<file path="config.mk">
export PLATFORM = sky130hd
export DESIGN_NAME = sefc_frame_state
export DESIGN_NICKNAME = d
export VERILOG_FILES = /design/src/rtl/core/sefc_pkg.sv /design/src/rtl/core/sefc_frame_state.sv
export SDC_FILE = /design/constraint.sdc
export NUM_CORES = 1
export LEC_CHECK = 0
export BUFFER_PORTS_ARGS = -buffer_cell sky130_fd_sc_hd__buf_2
export CAP_MARGIN = 20
export CORE_MARGIN = 2
export CORE_UTILIZATION = 40
export DETAILED_ROUTE_END_ITERATION = 12
export PLACE_DENSITY_LB_ADDON = 0.3
export SYNTH_ARGS = -nofsm -noshare
export SYNTH_HDL_FRONTEND = slang
export SYNTH_SLANG_ARGS = --single-unit
</file>
<file path="constraint.sdc">
create_clock -name aclk -period 2.6 [get_ports aclk]
set_clock_uncertainty 0.2 [all_clocks]
set_input_delay 0.26 -clock aclk [delete_from_list [all_inputs] [get_ports aclk]]
set_output_delay 0.26 -clock aclk [all_outputs]
set_load 0.02 [all_outputs]
</file>
<file path="src/rtl/core/sefc_pkg.sv">
// Shared types and constants for the STX/ETX frame checker.
package sefc_pkg;

    // Longest frame length that the byte counter tracks before it saturates
    localparam int MAX_FRAME = 256;
    localparam int CNT_W     = $clog2(MAX_FRAME + 1);

    localparam logic [7:0] STX_BYTE  = 8'h02;
    localparam logic [7:0] ETX_BYTE  = 8'h03;
    localparam int         MIN_FRAME = 6;

    // Frame byte positions
    localparam logic [CNT_W-1:0] POS_START   = CNT_W'(0);
    localparam logic [CNT_W-1:0] POS_ADDR    = CNT_W'(1);
    localparam logic [CNT_W-1:0] POS_CMD     = CNT_W'(2);
    localparam logic [CNT_W-1:0] POS_METER_L = CNT_W'(3);
    localparam logic [CNT_W-1:0] POS_METER_H = CNT_W'(4);
    localparam logic [CNT_W-1:0] CNT_MAX     = CNT_W'(MAX_FRAME);
    // Frame length is count plus the final byte
    localparam logic [CNT_W-1:0] CNT_SHORT   = CNT_W'(MIN_FRAME - 1);

    typedef enum logic [2:0] {
        ST_VALID   = 3'd0,
        ST_SHORT   = 3'd1,
        ST_NO_STX  = 3'd2,
        ST_NO_ETX  = 3'd3,
        ST_BAD_SUM = 3'd4
    } status_t;

    typedef struct packed {
        status_t     status;
        logic [7:0]  station_address;
        logic [7:0]  command_code;
        logic [15:0] meter_value;
    } sefc_result_t;

endpackage

</file>
<file path="src/rtl/core/sefc_frame_state.sv">
// Per-frame state: byte count, running XOR, captured fields and frame checks.
module sefc_frame_state (
    input  logic                  aclk,
    input  logic                  aresetn,
    input  logic                  step,
    input  logic [7:0]            rx_byte,
    input  logic                  end_of_frame,
    output sefc_pkg::sefc_result_t result
);
    import sefc_pkg::*;

    logic [CNT_W-1:0] byte_count_reg, byte_count_next;
    logic [7:0]       xor_reg, xor_next;
    logic [7:0]       held_reg, held_next;
    logic [7:0]       start_reg, start_next;
    logic [7:0]       addr_reg, addr_next;
    logic [7:0]       cmd_reg, cmd_next;
    logic [15:0]      meter_reg, meter_next;
    status_t          status;

    // Frame checks, in priority order
    always_comb begin
        if (byte_count_reg < CNT_SHORT) begin
            status = ST_SHORT;
        end else if (start_reg != STX_BYTE) begin
            status = ST_NO_STX;
        end else if (rx_byte != ETX_BYTE) begin
            status = ST_NO_ETX;
        end else if (held_reg != xor_reg) begin
            status = ST_BAD_SUM;
        end else begin
            status = ST_VALID;
        end
    end

    // Rejected frames report zero fields
    always_comb begin
        result.status = status;
        if (status == ST_VALID) begin
            result.station_address = addr_reg;
            result.command_code    = cmd_reg;
            result.meter_value     = meter_reg;
        end else begin
            result.station_address = '0;
            result.command_code    = '0;
            result.meter_value     = '0;
        end
    end

    // State update; the final byte clears everything for the next frame
    always_comb begin
        byte_count_next = byte_count_reg;
        xor_next        = xor_reg;
        held_next       = held_reg;
        start_next      = start_reg;
        addr_next       = addr_reg;
        cmd_next        = cmd_reg;
        meter_next      = meter_reg;
        if (step) begin
            if (end_of_frame) begin
                byte_count_next = '0;
                xor_next        = '0;
                held_next       = '0;
                start_next      = '0;
                addr_next       = '0;
                cmd_next        = '0;
                meter_next      = '0;
            end else begin
                if (byte_count_reg != POS_START) begin
                    xor_next = xor_reg ^ held_reg;
                end
                held_next = rx_byte;
                if (byte_count_reg == POS_START) begin
                    start_next = rx_byte;
                end
                if (byte_count_reg == POS_ADDR) begin
                    addr_next = rx_byte;
                end
                if (byte_count_reg == POS_CMD) begin
                    cmd_next = rx_byte;
                end
                if (byte_count_reg == POS_METER_L) begin
                    meter_next = {meter_reg[15:8], rx_byte};
                end
                if (byte_count_reg == POS_METER_H) begin
                    meter_next = {rx_byte, meter_reg[7:0]};
                end
                if (byte_count_reg < CNT_MAX) begin
                    byte_count_next = byte_count_reg + CNT_W'(1);
                end
            end
        end
    end

    always_ff @(posedge aclk) begin
        if (!aresetn) begin
            byte_count_reg <= '0;
            xor_reg        <= '0;
            held_reg       <= '0;
            start_reg      <= '0;
            addr_reg       <= '0;
            cmd_reg        <= '0;
            meter_reg      <= '0;
        end else begin
            byte_count_reg <= byte_count_next;
            xor_reg        <= xor_next;
            held_reg       <= held_next;
            start_reg      <= start_next;
            addr_reg       <= addr_next;
            cmd_reg        <= cmd_next;
            meter_reg      <= meter_next;
        end
    end

endmodule

</file>
==> results of run 1 <==
kinds of logic (layout without fill, tap and decap cells):
family,Yosys count,after routing
compound gates,76,76
xor+xnor,13,13
fa+ha+maj,4,4
buf+inv,25,82
flops,65,65
mux,1,1
simple gates,121,121
power by group through the flow:
stage               Combinational (W)  Sequential [W]  Clock, W
floorplan                   0.0000834         0.00104         0
global placement             0.000142         0.00104         0
detailed placement           0.000143         0.00104         0
CTS                          0.000144         0.00102  0.000985
global route                 0.000160         0.00103   0.00103
finish                       0.000147         0.00102  0.000967
worst max-delay path, stage by stage, from the launching register on:
cell and delay (ns):
dfxtp_1 0.41, xnor2_1 0.14, nand4_1 0.24, nor4b_4 0.32
buf_6 0.18, clkbuf_16 0.15, and2_1 0.14, buf_6 0.12
synth_stat cells, types with 2 or more instances:
cell type  instances  area (um^2)
a31o_2             2         17.5
and2_2             7         52.6
buf_6              7         78.8
a31oi_1            9         56.3
nor4b_1            4         35.0
nor4_1             3         18.8
and4_1             4         35.0
buf_2              3         15.0
and3_1             3         18.8
o21ai_0            4         20.0
nand4_1            4         25.0
a21boi_0           2         15.0
nand3b_1           3         22.5
and2_1            27          169
nor3b_1           10         75.1
clkbuf_1           7         26.3
clkbuf_8           3         41.3
nor2_1            11         41.3
nand3_1            3         15.0
nand3_2            3         30.0
a32o_1             8         80.1
o21a_1             8         60.1
xnor2_1           12          105
ha_1               4         50.1
a22o_1             8         70.1
nand2_1           17         63.8
inv_1              3         11.3
nor2b_1           12         75.1
a22oi_1            7         52.6
a21oi_1            2         10.0
a32o_2            24          270
dfxtp_1           65         1300
metal layers:
layer	global-route usage (%)	wire length, um	vias up
li1	-	-	1251
met2	28.3	3830	62
met3	3.58	305	7
met4	7.71	87	0
met5	0	0	-
met1	25.0	3670	1267
stage by stage:
step / util (%) / setup TNS (ns) / total power, W / hold WS [ns] / setup WS [ns]
CTS: 47.8 / 0 / 0.00215 / 0.0717 / 0.0171
global route: 51.1 / -0.351 / 0.00222 / 0.0892 / -0.0411
detailed placement: 44.6 / 0 / 0.00119 / 0.258 / 0.0947
finish: 51.1 / 0 / 0.00214 / 0.0891 / 0.104
floorplan: - / 0 / 0.00112 / 0.186 / 0.452
global placement: 44.6 / 0 / 0.00119 / 0.254 / 0.145
how the worst max path moves through the flow:
stage,startpoint,to,cells after the start
3_3_place_gp,rx_byte[2],result[9],8
6_report,held_reg[2],result[4],7
5_1_grt,start_reg[6],result[4],7
2_1_floorplan,start_reg[0],result[0],5
4_1_cts,start_reg[3],result[31],6
3_5_place_dp,rx_byte[2],result[31],8
area by class of cell:
type                    instances  share of cell area, %
multi-input cells             215                   43.3
repair buffers                 63                   13.9
clock inverters                 4                   1.92
clock buffers                  12                   3.97
inverters                       3                  0.288
flip-flops and latches         65                   33.4
well taps                     102                   3.26
repair_timing:
action,CTS,global route
gates cloned,0,3
resized for setup,2,59
buffers inserted,0,1
setup endpoints to repair,32,32
hold endpoints to repair,0,0
pin swaps,1,4
==> metrics.csv, run 1 <==
stage,metric,value,unit
synth,Post-synth ARST share,0,%
synth,Synth Area in Adders,1.60,%
final_layout,# fillers,709,
final_layout,most frequent cells in the layout,"62 x dfxtp_1, 27 x buf_4, 24 x a32o_2",
timing,period utilization,96.0,%
setup_path,Reg2Reg Depth,6,
final_layout,layout cells sized above 1,36.2,%
synth,Synthesized Nets,321,
detailed_routing,# DRC,0,
final_layout,"commonest non-fill, non-tap cell in the layout",dfxtp_1,
synth,Post-Syn Instances,305,
detailed_routing,Via Count,2587,
timing,Fmax,401,MHz
synth,Synth Flop Type,dfxtp_1,
setup_path,Setup crit end kind,output pin,
detailed_routing,WL final,7900,um
final_layout,Synth-to-Final Area Change,25.3,%
final_layout,max reg flops,16,
hold_path,hold path cells,2,
synth,Synth Register Bits,65,
timing,Relative slew margins,60.1,%
pwr,part of the power in registers,47.9,%
timing,worst slew pin tran,0.594,ns
floorplan,die area,8530,um^2
synth,multiplexer share of the synthesized area,0.321,%
timing,RSZ-0062 raised after global routing,yes,
floorplan,die height,92.3,um
global_routing,global-route wire length before repair,12000,um
synth,simple-gate share of the synthesized area,25.4,%
setup_path,Worst R2R Start,byte_count_reg[0],
detailed_routing,remaining antenna violation count,0,
floorplan,cell row count,32,
clock_tree,clk slew on worst S/H paths,0.07,ns
pwr,Clock Power Share,45.2,%
synth,Post-synth EDFFs,0,
final_layout,Final Non-Filler Cells,464,
hold_path,min-delay src,rx_byte[7],
detailed_routing,initial DRC count,158,
final_layout,ant diodes,0,
place,placed cell area,3410,um^2
synth,yosys warns,0,
floorplan,Core ar.,7650,um^2
place,hpwl dp,5390,um
global_routing,grt ovf,0,
timing,final hold viol count,0,
global_routing,initial antenna violation count,0,
final_layout,Register Area,1310,um^2
job,MaxCap Viol Count,0,
pwr,leakage power,1.65,nW
pwr,combinational share of power,6.9,%
pwr,pwr/cell area,547,nW/um^2
floorplan,Die W,92.3,um
place,global placement routability congestion,0.827,
synth,synthesized area,3120,um^2
setup_path,data arrival time of the critical path,2.04,ns
clock_tree,CTS Root Cell,clkbuf_8,
synth,post-synthesis compound-gate area fraction,21.3,%
global_routing,number of global-route vias before repair,2285,
clock_tree,CTS sink count,65,
clock_tree,CTS buffer count,9,
hold_path,Hold EP,addr_reg[7],
pwr,Internal Power,0.00165,W
place,placed cells,444,
synth,syn avg cell area,10.2,um^2
setup_path,CP Max Fanout,7,
setup_path,element type at the critical path start,flip-flop,
clock_tree,clk_lat worst skew,0.33,ns
floorplan,number of top-level pins,47,
synth,largest family of logic cells by synthesized area,simple AND/OR/NAND/NOR gates,
final_layout,Final #Nets,373,
timing,max-slew violations,0,
synth,sequential element share of the synthesized area,41.7,%
pwr,sw frac,22.6,%
timing,Final setup violation count,0,
clock_tree,clock tree buffer depth,2,
outcome,status,completed,
clock_tree,TritonCTS clock tree,yes,
clock_tree,htree depth,3,
setup_path,Required @ worst endpoint,2.14,ns
global_routing,gr usage total,18.3,%
setup_path,worst reg2reg endpoint,xor_reg[2],
setup_path,Worst R2R Setup Slack,0.39,ns
clock_tree,Post-CTS Hold Buffers,0,
detailed_routing,Via density,5.58,
detailed_routing,1st-pass router iterations,4,
final_layout,area of the multi-input gates,1690,um^2
floorplan,initial core utilization,40.8,%
timing,Final min period,2.50,ns
synth,synth unique cells,48,
pwr,Max rail drop VDD,0.293,mV
global_routing,largest net degree at the start of global routing,30,
detailed_routing,DR WL/cell,17.0,um
final_layout,Final Cell Area,3910,um^2
setup_path,CP Class,reg2out,
place,port bufs,46,
hold_path,Hold Crit Class,in2reg,
pwr,sw power,0.000484,W
synth,xor/xnor share of the synthesized area,3.65,%
No activity file was read; power rests on OpenSTA's default activity.
==> run 2: changes to the inputs <==
--- a/config.mk
+++ b/config.mk
@@ -7,6 +7,8 @@
 export LEC_CHECK = 0
 export BUFFER_PORTS_ARGS = -buffer_cell sky130_fd_sc_hd__buf_2
 export CAP_MARGIN = 20
+export CELL_PAD_IN_SITES_DETAIL_PLACEMENT = 0
+export CELL_PAD_IN_SITES_GLOBAL_PLACEMENT = 1
 export CORE_MARGIN = 2
 export CORE_UTILIZATION = 40
 export DETAILED_ROUTE_END_ITERATION = 12
==> run 2 against run 1 <==
Maximum frequency fell by 0.45%. Largest power group is now the clock network. Power rose by 4.2%. Count of clock-buffer cells in the layout fell by 1. Via count fell by 1.7%. Highest routed layer unchanged.
==> metrics.csv, run 2 (same netlist as run 1, synthesis figures left out) <==
stage,metric,value,unit
final_layout,Synth-to-Final Area Change,19.7,%
detailed_routing,Via Count,2544,
setup_path,"slowest stage delay, CP",0.70,ns
setup_path,Required @ worst endpoint,2.14,ns
global_routing,largest net degree at the start of global routing,32,
detailed_routing,Via density,5.45,
final_layout,layout cells sized above 1,34.2,%
final_layout,most frequent cells in the layout,"65 x dfxtp_1, 46 x buf_2, 27 x and2_1",
detailed_routing,# DRC,0,
setup_path,Worst path slowest cell,or4_1,
place,global placement routability congestion,0.768,
timing,final hold viol count,0,
final_layout,Final Cell Area,3740,um^2
clock_tree,TritonCTS clock tree,yes,
clock_tree,clk_lat worst skew,0.34,ns
floorplan,initial core utilization,40.8,%
hold_path,hold path cells,2,
detailed_routing,WL final,7860,um
setup_path,CP Max Fanout,6,
floorplan,Core ar.,7650,um^2
timing,Final min period,2.51,ns
timing,max-slew violations,0,
setup_path,CP cell instances,or4_1 > nor3_4 > a32o_1 > buf_2,
detailed_routing,DR WL/cell,16.8,um
floorplan,die area,8530,um^2
outcome,status,completed,
setup_path,Reg2Reg Depth,4,
place,port bufs,46,
pwr,leakage power,1.64,nW
floorplan,die height,92.3,um
clock_tree,clock tree buffer depth,2,
clock_tree,Post-CTS Hold Buffers,0,
final_layout,Final #Nets,376,
pwr,Max rail drop VDD,0.314,mV
place,hpwl dp,5480,um
clock_tree,CTS sink count,65,
setup_path,Setup crit end kind,output pin,
timing,Final setup violation count,0,
timing,period utilization,96.4,%
setup_path,Worst R2R Setup Slack,0.33,ns
clock_tree,clk slew on worst S/H paths,0.07,ns
detailed_routing,1st-pass router iterations,4,
clock_tree,CTS buffer count,9,
detailed_routing,initial DRC count,161,
global_routing,global-route wire length before repair,12700,um
timing,RSZ-0062 raised after global routing,no,
pwr,pwr/cell area,596,nW/um^2
job,MaxCap Viol Count,0,
timing,setup tns final,0,ns
global_routing,gr usage total,19.3,%
setup_path,element type at the critical path start,flip-flop,
clock_tree,CTS Root Cell,clkbuf_8,
final_layout,max reg flops,16,
place,placed cell area,3450,um^2
global_routing,initial antenna violation count,0,
final_layout,ant diodes,0,
hold_path,Hold Crit Class,in2reg,
timing,worst slew pin tran,0.612,ns
timing,Relative slew margins,58.9,%
floorplan,Die W,92.3,um
setup_path,data arrival time of the critical path,2.05,ns
clock_tree,htree depth,3,
floorplan,cell row count,32,
setup_path,CP Class,reg2out,
final_layout,"commonest non-fill, non-tap cell in the layout",dfxtp_1,
timing,Fmax,399,MHz
global_routing,grt ovf,0,
detailed_routing,remaining antenna violation count,0,
floorplan,number of top-level pins,47,
global_routing,number of global-route vias before repair,2408,
==> run 2: cell types whose count changed in the layout (fill, tap and decap cells not counted), moves of 5 or more <==
| cell | previous run | this run |
|---|---|---|
| and2_1 | 22 | 27 |
| buf_4 | 27 | 19 |
| buf_6 | 17 | 0 |
| buf_2 | 16 | 46 |
| and2_4 | 5 | 0 |
==> run 2: critical path, delay by kind of cell (launching register included) <==
family	cells	cell delay [ns]
flops	1	0.35
buf+inv	1	0.17
simple gates	2	0.98
compound gates	1	0.20
==> run 2: per-layer routing <==
| metal | vias to the layer above | global-route usage, % | wire, um |
|---|---|---|---|
| li1 | 1248 | - | - |
| met5 | - | 0 | 0 |
| met4 | 0 | 7.84 | 120 |
| met1 | 1231 | 25.6 | 3760 |
| met3 | 9 | 3.42 | 293 |
| met2 | 56 | 31.2 | 3680 |
==> run 2: timing repair <==
item,in CTS,in global routing
gates resized for setup,2,2
pin swaps,1,2
setup endpoints to repair,31,31
setup buffers,1,1
==> run 2: final cells by class <==
cell class                 count  area (um^2)
inverter                       3         11.3
sequential                    65         1300
fill                         742         3910
timing repair buffer          66          393
clock inverter                 5          103
clock buffer                  11          141
tap                          102          128
multi-input combinational    215         1660
==> run 2: where the power goes <==
part	internal, W	switching (W)
sequential	0.00101	0.0000139
clock	0.000662	0.000394
combinational	0.0000530	0.0000956
==> run 2: worst paths after layout <==
kind / startpoint / endpoint
setup / recovery: byte_count_reg[5] / result[32]
hold / removal: rx_byte[7] / meter_reg[7]
hold reg to reg: meter_reg[9] / meter_reg[9]
setup reg to reg: byte_count_reg[5] / addr_reg[7]
==> run 2: per-stage QoR <==
step	util, %	total power, W	setup WS [ns]	hold slack (ns)	std cells
2_1_floorplan	-	0.00112	0.452	0.186	305
3_3_place_gp	45.1	0.00119	0.200	0.262	449
3_5_place_dp	45.1	0.00119	0.173	0.261	449
4_1_cts	48.6	0.00224	0.0110	0.0769	466
5_1_grt	48.9	0.00230	0.0123	0.0819	467
6_report	48.9	0.00223	0.0925	0.0948	467
